File: src/hdl/crfb_pkg.sv
// ----------------------------------------------------------------------------
// crfb_pkg
// Shared types and constants for the clipped rectangle fill and blit engine.
// ----------------------------------------------------------------------------
package crfb_pkg;

  localparam int COORD_BITS = 16;
  localparam int BYTES_PER_PIXEL = 4;
  localparam int SCR_BITS = 13;
  localparam int PITCH_BITS = 18;
  localparam int ADDR_BITS = 64;
  localparam int PIX_BITS = 32;
  localparam int CMP_BITS = (COORD_BITS > SCR_BITS) ? COORD_BITS : SCR_BITS;
  localparam int BPP_SHIFT = $clog2(BYTES_PER_PIXEL);

  // Input command kinds.
  localparam logic [2:0] KIND_SET   = 3'd0;
  localparam logic [2:0] KIND_GET   = 3'd1;
  localparam logic [2:0] KIND_FILL  = 3'd2;
  localparam logic [2:0] KIND_BLIT  = 3'd3;
  localparam logic [2:0] KIND_STEP  = 3'd4;

  // Result operations.
  localparam logic [1:0] OP_WRITE = 2'd0;
  localparam logic [1:0] OP_READ  = 2'd1;
  localparam logic [1:0] OP_ZERO  = 2'd2;
  localparam logic [1:0] OP_SKIP  = 2'd3;

  // Configuration register indexes.
  localparam logic [2:0] REG_FB_BASE       = 3'd0;
  localparam logic [2:0] REG_ROW_PITCH     = 3'd1;
  localparam logic [2:0] REG_SCREEN_WIDTH  = 3'd2;
  localparam logic [2:0] REG_SCREEN_HEIGHT = 3'd3;
  localparam logic [2:0] REG_ENABLED       = 3'd4;

  typedef struct packed {
    logic [ADDR_BITS-1:0]  fb_base;
    logic [PITCH_BITS-1:0] row_pitch;
    logic [SCR_BITS-1:0]   screen_width;
    logic [SCR_BITS-1:0]   screen_height;
    logic                  enabled;
  } cfg_t;

  // One pixel access on its way to the clip and address stage.
  typedef struct packed {
    logic                       is_read;
    logic signed [COORD_BITS:0] px;
    logic signed [COORD_BITS:0] py;
    logic [PIX_BITS-1:0]        data;
    logic                       last;
  } pix_req_t;

endpackage

File: src/hdl/crfb_cfg_regs.sv
// ----------------------------------------------------------------------------
// crfb_cfg_regs
// Configuration register file: base, pitch, screen size and enable.
// ----------------------------------------------------------------------------
module crfb_cfg_regs (
  input  logic                      clk,
  input  logic                      rst,
  input  logic                      cfg_valid,
  output logic                      cfg_ready,
  input  logic [2:0]                cfg_index,
  input  logic [crfb_pkg::ADDR_BITS-1:0] cfg_data,
  output crfb_pkg::cfg_t            cfg
);
  import crfb_pkg::*;

  logic wr;

  assign cfg_ready = 1'b1;
  assign wr = cfg_valid && cfg_ready;

  always_ff @(posedge clk) begin
    if (rst) begin
      cfg.fb_base       <= '0;
      cfg.row_pitch     <= PITCH_BITS'(4096);
      cfg.screen_width  <= SCR_BITS'(1024);
      cfg.screen_height <= SCR_BITS'(768);
      cfg.enabled       <= 1'b0;
    end else if (wr) begin
      unique case (cfg_index)
        REG_FB_BASE:       cfg.fb_base       <= cfg_data;
        REG_ROW_PITCH:     cfg.row_pitch     <= cfg_data[PITCH_BITS-1:0];
        REG_SCREEN_WIDTH:  cfg.screen_width  <= cfg_data[SCR_BITS-1:0];
        REG_SCREEN_HEIGHT: cfg.screen_height <= cfg_data[SCR_BITS-1:0];
        REG_ENABLED:       cfg.enabled       <= cfg_data[0];
        default: ;
      endcase
    end
  end

endmodule

File: src/hdl/crfb_walker.sv
// ----------------------------------------------------------------------------
// crfb_walker
// Command decode and rectangle walker. Holds the rectangle state and
// registers one pixel access per accepted command that produces a result.
// ----------------------------------------------------------------------------
module crfb_walker (
  input  logic                              clk,
  input  logic                              rst,
  input  logic                              in_valid,
  output logic                              in_ready,
  input  logic [2:0]                        kind,
  input  logic signed [crfb_pkg::COORD_BITS-1:0] pos_x,
  input  logic signed [crfb_pkg::COORD_BITS-1:0] pos_y,
  input  logic signed [crfb_pkg::COORD_BITS-1:0] rect_w,
  input  logic signed [crfb_pkg::COORD_BITS-1:0] rect_h,
  input  logic [crfb_pkg::PIX_BITS-1:0]     pixel,
  input  logic                              enabled,
  output logic                              req_valid,
  output crfb_pkg::pix_req_t                req,
  input  logic                              req_ready
);
  import crfb_pkg::*;

  logic                         rect_active;
  logic                         rect_is_blit;
  logic signed [COORD_BITS-1:0] origin_x;
  logic signed [COORD_BITS-1:0] origin_y;
  logic [COORD_BITS-1:0]        span_w;
  logic [COORD_BITS-1:0]        span_h;
  logic [COORD_BITS-1:0]        cursor_col;
  logic [COORD_BITS-1:0]        cursor_row;
  logic [PIX_BITS-1:0]          fill_color;

  logic     accept;
  logic     has_result;
  logic     start_ok;
  logic     col_end;
  logic     fin;
  pix_req_t req_next;

  assign in_ready = !req_valid || req_ready;
  assign accept   = in_valid && in_ready;

  assign start_ok = enabled && (rect_w > 0) && (rect_h > 0);
  assign col_end  = (cursor_col == COORD_BITS'(span_w - 1'b1));
  assign fin      = col_end && (cursor_row == COORD_BITS'(span_h - 1'b1));

  always_comb begin
    has_result       = 1'b0;
    req_next.is_read = 1'b0;
    req_next.px      = (COORD_BITS+1)'(pos_x);
    req_next.py      = (COORD_BITS+1)'(pos_y);
    req_next.data    = pixel;
    req_next.last    = 1'b0;
    case (kind)
      KIND_SET: has_result = 1'b1;
      KIND_GET: begin
        has_result       = 1'b1;
        req_next.is_read = 1'b1;
        req_next.data    = '0;
      end
      KIND_STEP: begin
        has_result    = rect_active;
        // Origin plus offset gets one extra bit so that clipping sees the true sum.
        req_next.px   = (COORD_BITS+1)'(origin_x) + signed'({1'b0, cursor_col});
        req_next.py   = (COORD_BITS+1)'(origin_y) + signed'({1'b0, cursor_row});
        req_next.data = rect_is_blit ? pixel : fill_color;
        req_next.last = fin;
      end
      default: ;
    endcase
  end

  always_ff @(posedge clk) begin
    if (rst) begin
      rect_active  <= 1'b0;
      rect_is_blit <= 1'b0;
      origin_x     <= '0;
      origin_y     <= '0;
      span_w       <= '0;
      span_h       <= '0;
      cursor_col   <= '0;
      cursor_row   <= '0;
      fill_color   <= '0;
    end else if (accept) begin
      case (kind) inside
        KIND_FILL, KIND_BLIT: begin
          rect_active <= start_ok;
          if (start_ok) begin
            rect_is_blit <= (kind == KIND_BLIT);
            origin_x     <= pos_x;
            origin_y     <= pos_y;
            span_w       <= rect_w;
            span_h       <= rect_h;
            cursor_col   <= '0;
            cursor_row   <= '0;
            fill_color   <= pixel;
          end
        end
        KIND_STEP: begin
          if (rect_active) begin
            if (fin) begin
              rect_active <= 1'b0;
              cursor_col  <= '0;
              cursor_row  <= '0;
            end else if (col_end) begin
              cursor_col <= '0;
              cursor_row <= cursor_row + 1'b1;
            end else begin
              cursor_col <= cursor_col + 1'b1;
            end
          end
        end
        default: ;
      endcase
    end
  end

  always_ff @(posedge clk) begin
    if (rst) begin
      req_valid <= 1'b0;
    end else if (in_ready) begin
      req_valid <= accept && has_result;
    end
  end

  always_ff @(posedge clk) begin
    if (accept) begin
      req <= req_next;
    end
  end

endmodule

File: src/hdl/crfb_addr.sv
// ----------------------------------------------------------------------------
// crfb_addr
// Clip test and byte address generation, with the result register.
// ----------------------------------------------------------------------------
module crfb_addr (
  input  logic                              clk,
  input  logic                              rst,
  input  crfb_pkg::cfg_t                    cfg,
  input  logic                              req_valid,
  input  crfb_pkg::pix_req_t                req,
  output logic                              req_ready,
  output logic                              out_valid,
  input  logic                              out_ready,
  output logic [1:0]                        op,
  output logic [crfb_pkg::ADDR_BITS-1:0]    address,
  output logic [crfb_pkg::PIX_BITS-1:0]     data,
  output logic                              last
);
  import crfb_pkg::*;

  logic [COORD_BITS-1:0]             x_mag;
  logic [COORD_BITS-1:0]             y_mag;
  logic                              vis;
  logic [SCR_BITS-1:0]               x_scr;
  logic [SCR_BITS-1:0]               y_scr;
  logic [SCR_BITS+PITCH_BITS-1:0]    row_off;
  logic [ADDR_BITS-1:0]              addr_next;
  logic                              load;

  assign x_mag = req.px[COORD_BITS-1:0];
  assign y_mag = req.py[COORD_BITS-1:0];

  assign vis = cfg.enabled && !req.px[COORD_BITS] && !req.py[COORD_BITS]
               && (CMP_BITS'(x_mag) < CMP_BITS'(cfg.screen_width))
               && (CMP_BITS'(y_mag) < CMP_BITS'(cfg.screen_height));

  // A visible position is below the screen size, so 13 bits carry it.
  assign x_scr   = SCR_BITS'(x_mag);
  assign y_scr   = SCR_BITS'(y_mag);
  assign row_off = (SCR_BITS+PITCH_BITS)'(y_scr) * (SCR_BITS+PITCH_BITS)'(cfg.row_pitch);
  assign addr_next = cfg.fb_base + ADDR_BITS'(row_off)
                     + (ADDR_BITS'(x_scr) << BPP_SHIFT);

  assign req_ready = !out_valid || out_ready;
  assign load      = req_valid && req_ready;

  always_ff @(posedge clk) begin
    if (rst) begin
      out_valid <= 1'b0;
    end else if (req_ready) begin
      out_valid <= req_valid;
    end
  end

  always_ff @(posedge clk) begin
    if (load) begin
      last <= req.last;
      if (vis) begin
        op      <= req.is_read ? OP_READ : OP_WRITE;
        address <= addr_next;
        data    <= req.data;
      end else begin
        op      <= req.is_read ? OP_ZERO : OP_SKIP;
        address <= '0;
        data    <= '0;
      end
    end
  end

endmodule

File: src/hdl/clipped_rect_fill_blit_engine.sv
// ----------------------------------------------------------------------------
// clipped_rect_fill_blit_engine
// Framebuffer access engine: single pixel writes and reads, rectangle fill
// and blit walked one position per step command, with screen clipping.
//
//   channel | direction | handshake             | payload
//   --------+-----------+-----------------------+--------------------------------
//   in      | in        | in_valid / in_ready   | kind pos_x pos_y rect_w rect_h pixel
//   out     | out       | out_valid / out_ready | op address data last
//   cfg     | in        | cfg_valid / cfg_ready | cfg_index cfg_data
//
// A command passes from transfer to result through the decode and rectangle
// walker register, then the clip and address register, where the row times
// pitch multiply sits. One command is taken every cycle while the output is not stalled.
// Reset is synchronous and leaves the engine disabled with no active rectangle.
// A stalled output holds the result register; the walker register keeps taking
// a command as long as it empties into the result register in the same cycle.
// ----------------------------------------------------------------------------
module clipped_rect_fill_blit_engine (
  input  logic                              clk,
  input  logic                              rst,
  input  logic                              in_valid,
  output logic                              in_ready,
  input  logic [2:0]                        kind,
  input  logic signed [crfb_pkg::COORD_BITS-1:0] pos_x,
  input  logic signed [crfb_pkg::COORD_BITS-1:0] pos_y,
  input  logic signed [crfb_pkg::COORD_BITS-1:0] rect_w,
  input  logic signed [crfb_pkg::COORD_BITS-1:0] rect_h,
  input  logic [crfb_pkg::PIX_BITS-1:0]     pixel,
  output logic                              out_valid,
  input  logic                              out_ready,
  output logic [1:0]                        op,
  output logic [crfb_pkg::ADDR_BITS-1:0]    address,
  output logic [crfb_pkg::PIX_BITS-1:0]     data,
  output logic                              last,
  input  logic                              cfg_valid,
  output logic                              cfg_ready,
  input  logic [2:0]                        cfg_index,
  input  logic [crfb_pkg::ADDR_BITS-1:0]    cfg_data
);
  import crfb_pkg::*;

  cfg_t     cfg;
  pix_req_t req;
  logic     req_valid;
  logic     req_ready;

  crfb_cfg_regs u_cfg (
    .clk       (clk),
    .rst       (rst),
    .cfg_valid (cfg_valid),
    .cfg_ready (cfg_ready),
    .cfg_index (cfg_index),
    .cfg_data  (cfg_data),
    .cfg       (cfg)
  );

  crfb_walker u_walker (
    .clk       (clk),
    .rst       (rst),
    .in_valid  (in_valid),
    .in_ready  (in_ready),
    .kind      (kind),
    .pos_x     (pos_x),
    .pos_y     (pos_y),
    .rect_w    (rect_w),
    .rect_h    (rect_h),
    .pixel     (pixel),
    .enabled   (cfg.enabled),
    .req_valid (req_valid),
    .req       (req),
    .req_ready (req_ready)
  );

  crfb_addr u_addr (
    .clk       (clk),
    .rst       (rst),
    .cfg       (cfg),
    .req_valid (req_valid),
    .req       (req),
    .req_ready (req_ready),
    .out_valid (out_valid),
    .out_ready (out_ready),
    .op        (op),
    .address   (address),
    .data      (data),
    .last      (last)
  );

endmodule
File: config.mk
export PLATFORM = sky130hd
export DESIGN_NAME = clipped_rect_fill_blit_engine
export DESIGN_NICKNAME = d
export VERILOG_FILES = /design/src/hdl/crfb_pkg.sv /design/src/hdl/crfb_cfg_regs.sv /design/src/hdl/crfb_walker.sv /design/src/hdl/crfb_addr.sv /design/src/hdl/clipped_rect_fill_blit_engine.sv
export SDC_FILE = /design/constraint.sdc
export NUM_CORES = 2
export LEC_CHECK = 0
export ABC_AREA = 1
export BUFFER_PORTS_ARGS = -buffer_cell sky130_fd_sc_hd__buf_2
export CAP_MARGIN = 10
export CELL_PAD_IN_SITES_DETAIL_PLACEMENT = 1
export CELL_PAD_IN_SITES_GLOBAL_PLACEMENT = 1
export CORE_MARGIN = 10
export CORE_UTILIZATION = 48
export CTS_CLUSTER_DIAMETER = 50
export DETAILED_ROUTE_END_ITERATION = 8
export PLACE_DENSITY = 0.95
export SKIP_CTS_REPAIR_TIMING = 1
export SYNTH_ARGS = -nofsm -noshare
export SYNTH_HDL_FRONTEND = slang
export SYNTH_HIERARCHICAL = 1
export SYNTH_SLANG_ARGS = --single-unit
File: constraint.sdc
create_clock -name clk -period 12.1 [get_ports clk]
set_input_delay 1.815 -clock clk [delete_from_list [all_inputs] [get_ports clk]]
set_output_delay 1.815 -clock clk [all_outputs]
set_load 0.03 [all_outputs]
## After elaboration in Yosys (flattened, before gate mapping)

Index checks and enable logic that the tools add are counted.

| operators by class | value |
|---|---|
| magnitude comparators | 4 |
| multiplexer cells | 23 |
| add/sub/neg operators | 8 |
| reduce and logical (&&, ||, !) cells | 32 |
| eq/ne operators | 11 |
| $mul | 1 |

Operators by type and width:

| cell | count |
|---|---|
| 16-bit two-way mux | 11 |
| 64-bit by 15-bit adder with 64-bit output | 1 |
| 64-bit by 31-bit adder with 64-bit output | 1 |
| 32-bit one-hot mux with 2 select lines | 1 |
| 16-bit by 17-bit adder with 17-bit output | 2 |
| 34-bit two-way mux | 1 |
| 16-bit by 1-bit adder with 16-bit output (second input constant) | 2 |
| 16-bit == test | 2 |
| 16-bit by 1-bit > comparator with 1-bit output (second input constant) | 2 |
| 16-bit by 13-bit less-than comparator with 1-bit output | 2 |
| 32-bit two-way mux | 1 |
| 16-bit by 1-bit subtractor with 16-bit output (second input constant) | 2 |
| 13-bit by 18-bit multiplier with 31-bit output | 1 |
| 3-bit by 2-bit == test with 1-bit output (second input constant) | 4 |
| 2-bit AND reduction | 6 |
| 1-bit logical AND | 10 |
| 1-bit two-way mux | 7 |
| 3-bit by 1-bit == test with 1-bit output (second input constant) | 2 |
| 3-bit == test (second input constant) | 2 |
| 3-bit zero test | 2 |
| 5-bit AND reduction | 1 |
| 1-bit zero test | 4 |
| 4-bit AND reduction | 1 |
| 2-bit nonzero test | 2 |
| 7 further kinds | 9 |

| word-level totals | value |
|---|---|
| bits in registers | 408 |
| word-level logic and storage cells | 104 |
| output and inout bits | 102 |
| input port bits | 171 |

## Longest topological paths before layout

| logic depth | value |
|---|---|
| depth after elaboration | 7 |
| gate-level depth with buffers | 31 |
| mapped depth without buffers | 29 |

## Modules after synthesis

Netlist, hierarchy kept.

By module, submodules not included:

| module | area each (um^2) | seq. area each (um^2) | cells an instance | instances |
|---|---|---|---|---|
| crfb_addr | 15743.8 | 2992.9 | 2134 | 1 |
| crfb_walker | 11781.3 | 4664.5 | 1686 | 1 |
| crfb_cfg_regs | 4543.1 | 2182.1 | 672 | 1 |

## Least setup slack after synthesis

No wires, ideal clock.

| timing path | value |
|---|---|
| path kind | input -> register |
| start | input port out_ready |
| end | register u_addr/address[0] (netlist name) (enable) |
| stages on the path | 2 |
| arrival time | 6.608 ns |
| setup time | 0.589 ns |
| buffers on the path | 0 |
| path slack | 4.903 ns |
| data required time | 11.511 ns |
| cells stage by stage | inv_1 a21oi_1 |

| between the ends | value |
|---|---|
| cells in the longest elaborated chain, start to end | 2 |

RTL lines:

| item | line | source |
|---|---|---|
| from (decl) | clipped_rect_fill_blit_engine.sv:31 | `input logic out_ready,` |
| 1-bit logical OR | crfb_addr.sv:44 | `assign req_ready = !out_valid \|\| out_ready;` |
| 1-bit logical AND | crfb_addr.sv:45 | `assign load = req_valid && req_ready;` |
| net u_addr.load | crfb_addr.sv:28 | `logic load;` |
| to (signal assigned) | crfb_addr.sv:60 | `address <= addr_next;` |
| to (decl) | crfb_addr.sv:15 | `output logic [crfb_pkg::ADDR_BITS-1:0] address,` |

The timed path passes the listed nets, and every way through them passes these cells.
A chain may end at the register's enable or synchronous reset.

## Worst setup path in the final report

| timing path | value |
|---|---|
| start | register, netlist name u_walker/req[43] |
| end | register u_addr/address[62] (netlist name) (data pin) |

| between the ends | value |
|---|---|
| cells in the longest elaborated chain, start to end | 3 |
| elaborated cells between the ends (all ways) | 5 |
| classes of those cells | add/sub (2); mul (1); order compare (1); reduce/logical (1) |

RTL lines:

| item | line | source |
|---|---|---|
| 13-bit by 18-bit multiplier with 31-bit output | crfb_addr.sv:40 | `assign row_off = (SCR_BITS+PITCH_BITS)'(y_scr) * (SCR_BITS+PITCH_BITS)'(cfg.row_pitch);` |
| 64-bit by 31-bit adder with 64-bit output | crfb_addr.sv:41 | `assign addr_next = cfg.fb_base + ADDR_BITS'(row_off)` |
| 64-bit by 15-bit adder with 64-bit output | crfb_addr.sv:42 | `+ (ADDR_BITS'(x_scr) << BPP_SHIFT);` |

Parallel ways exist; a longest one is shown, timed or not.

==> results.sh <==
export IMPL_core_area_um2=66000
export IMPL_mappedNetlistNets=5041
export IMPL_layout_nets=5243
export IMPL_ys_types=53
export IMPL_setup_viol=0
export IMPL_slew_limit_headroom_pct=19.6
export IMPL_place_hpwl_um=88600
export IMPL_critPathLaunch="u_walker/req[43]"
export IMPL_p_per_area_nw_per_um2=127
export IMPL_fin_setup_tns_ns=0
export IMPL_clock_path_buffers=3
export IMPL_final_hold_violation_count=0
export IMPL_drv_slew=0
export IMPL_die_h_um=278
export IMPL_synth_top_cells_by_count="nand2_1, inv_1, nor2_1"
export IMPL_cts_sinks=408
export IMPL_fin_skew_ns=0.0466
export IMPL_cp_data_arrival_time_ns=7.23
export IMPL_synth_edf_count=167
export IMPL_crit_slowest_cell="edfxtp_1"
export IMPL_drc=0
export IMPL_status="completed"
export IMPL_rsz0062_at_grt="false"
export IMPL_reg2reg_to="u_addr/address[62]"
export IMPL_cts_tree="built"
export IMPL_r2r_start="u_walker/req[43]"
export IMPL_leakage_nw=18.1
export IMPL_clockRootBuffer="clkbuf_16"
export IMPL_grt_max_degree=98
export IMPL_htreeDepth=3
export IMPL_critPathMaxStageDelay_ns=0.95
export IMPL_die_x_um=278
export IMPL_cp_required_ns=12.48
export IMPL_dp_cells=5486
export IMPL_async_reset_ff_share_pct=0
export IMPL_layout_cells_non_filler=5624
export IMPL_worst_path_max_fanout=19
export IMPL_die_area_um2=77500
export IMPL_cp_common_cell="fa_1"
export IMPL_clk_latency_ns=0.65
export IMPL_num_vias=31684
export IMPL_antenna_found_initial=11
export IMPL_cts_buffers=70
export IMPL_netlist_instances=4492
export IMPL_synth_most_common_cell="nand2_1"
export IMPL_wl_um=128000
export IMPL_yosysTopAreaCellShare_pct=15.6
export IMPL_startpoint_type="register"
export IMPL_port_buffers=271
export IMPL_ys_seq_area_share_pct=30.7
export IMPL_grt_pass1_vias=35062
export IMPL_reg2reg_slack_ns=5.25
export IMPL_criticalPathCategory="register to register"
export IMPL_row_count=94
export IMPL_whs_ns=0.447
export IMPL_vias_per_cell=5.63
export IMPL_worstMarginPinSlew_ns=1.20
export IMPL_peakVddDrop_v=0.000106
export IMPL_synth_avg_cell_area_um2=7.14
export IMPL_ys_warn_count=6
export IMPL_first_pass_iters=7
export IMPL_crit_chain="nand2_1, inv_1, fa_1, fa_1, fa_1, fa_1, fa_1, inv_1, fa_1, inv_1, ha_1, nand2_1, nor2_1, nand2_1, nand3_1, nand3_1, nand2_1, nand2_1, a21oi_1, nor2_1"
export IMPL_grt_pass1_wl_um=197000
export IMPL_area_delta_synth_final_pct=13.6
export IMPL_ys_seq_elements=408
export IMPL_fin_crit_sh_pct=56.6
export IMPL_max_cap_viol_count=0
export IMPL_wl_per_cell_um=22.7
export IMPL_synthFlopType="dfxtp_1"
export IMPL_io_pins=273
export IMPL_fill_cells=8527
export IMPL_hp_start="u_walker/fill_color[28]"
export IMPL_drtIter0Drc=2828
export IMPL_hp_class="register to register"
export IMPL_endpoint="u_addr/address[62]"
export IMPL_drive_above_1_share_pct=9.87
export IMPL_grt_total_usage_pct=32.2
export IMPL_synth_area_leader_cell="edfxtp_1"
export IMPL_gr_total_overflow=0
export IMPL_place_congestion=0.921
export IMPL_synth_area_um2=32100
export IMPL_min_period_ns=6.85
export IMPL_ff2ff_path_depth=20
export IMPL_end_kind="register"
export IMPL_clk_pin_slew_worst_paths_ns=0.07
export IMPL_synthTopCellsByArea="edfxtp_1, dfxtp_1, fa_1"
export IMPL_fmax_ghz=0.146
export IMPL_drtAntennaViolNets=0
export IMPL_total_power_w=0.00462
export IMPL_initial_core_util_pct=48.6
[worst min path at each step]
| stage | end | cells after the start |
|---|---|---|
| after floorplan | u_addr/last | 0 |
| after global placement | u_addr/last | 0 |
| after detailed placement | u_addr/last | 0 |
| after CTS | u_walker/fill_color[28] | 2 |
| after global routing | u_addr/last | 0 |
| final | u_walker/fill_color[28] | 2 |
[sequential cells by signal (all words and copies together), names as in the netlist]
signal / cells
u_walker/cursor_row: 16
u_walker/span_h: 16
u_addr/last: 1
u_addr/op: 2
u_addr/address: 64
u_addr/data: 32
u_walker/origin_y: 16
u_walker/req_valid: 1
u_cfg/cfg: 109
u_walker/origin_x: 16
u_walker/req: 68
u_walker/fill_color: 32
u_addr/out_valid: 1
u_walker/span_w: 16
u_walker/rect_active: 1
u_walker/rect_is_blit: 1
u_walker/cursor_col: 16
[report_power, final]
group          internal (W)  leakage (nW)  switching, W  total (W)
logic              0.000303          13.5      0.000648   0.000951
clock network       0.00129          1.21      0.000850    0.00214
registers           0.00147          3.41     0.0000564    0.00153
total               0.00306          18.1       0.00155    0.00462
[cell usage in the layout, fill, tap and decap left out, drive strengths merged, types with 2 or more instances in the layout]
cell type  Yosys  final
diode          0      9
nand3b        15     15
clkinv         0     19
buf           63    286
xnor2         23     23
nor4          11     11
a211oi         7      7
xor2          46     46
bufinv         0      6
o21a           4      4
o21ai        226    226
o22ai          2      2
o21bai         9      9
nand2       1112   1112
nor2         621    621
edfxtp       167    167
a31oi          6      6
fa           219    219
inv          930    949
dfxtp        241    241
and2           3      3
and3           2      2
clkbuf        93     82
or2            6      6
nand3        268    268
a21oi        176    176
clkinvlp       0      3
ha           159    159
nand4         27     27
nor3          47     47
nor3b          4      4
[through the flow]
step	setup slack, ns	utilization [%]	instance area [µm²]
floorplan	4.90	-	32100
global placement	5.81	51.4	33900
detailed placement	5.56	51.4	33900
CTS	5.41	55.2	36400
global route	5.09	55.2	36400
finish	5.25	55.2	36400
[cells by family (layout without fill, tap and decap cells)]
logic type / after synthesis / in the layout / synth area share [%]
DFF: 408 / 408 / 30.7
adders and majority gates: 378 / 378 / 19.9
xor gates and xnor gates: 69 / 69 / 1.88
buffers and inverters: 1086 / 1345 / 13.2
and+or+nand+nor: 2117 / 2117 / 27.3
other: 1 / 10 / 0.0117
AOI/OAI and AO/OA: 433 / 433 / 7.04
[critical path, delay by kind of cell, from the launching register on]
kind / cells / cell delay, ns
and+or+nand+nor: 9 / 1.49
buffers and inverters: 3 / 0.29
DFF: 1 / 0.95
AOI/OAI and AO/OA: 1 / 0.20
adders and majority gates: 7 / 3.63
[per-layer routing]
metal / global-route usage, % / vias up / share of wire, %
li1: - / 14141 / -
met4: 23.5 / 2 / 7.8
met1: 35.1 / 15402 / 37
met3: 5.77 / 579 / 6.8
met5: 0 / - / 0.010
met2: 55.7 / 1560 / 49
[final cells by class]
cell class	instances	area [µm²]	area share [%]
clock buffer	82	1890	5.19
clock inverter	47	608	1.67
timing repair buffer	286	1470	4.03
antenna	9	22.5	0.0618
inverter	930	3490	9.59
tap	864	1080	2.97
sequential	408	9840	27.0
multi-input combinational	2998	18000	49.5
(Power assumes the default switching activity.)
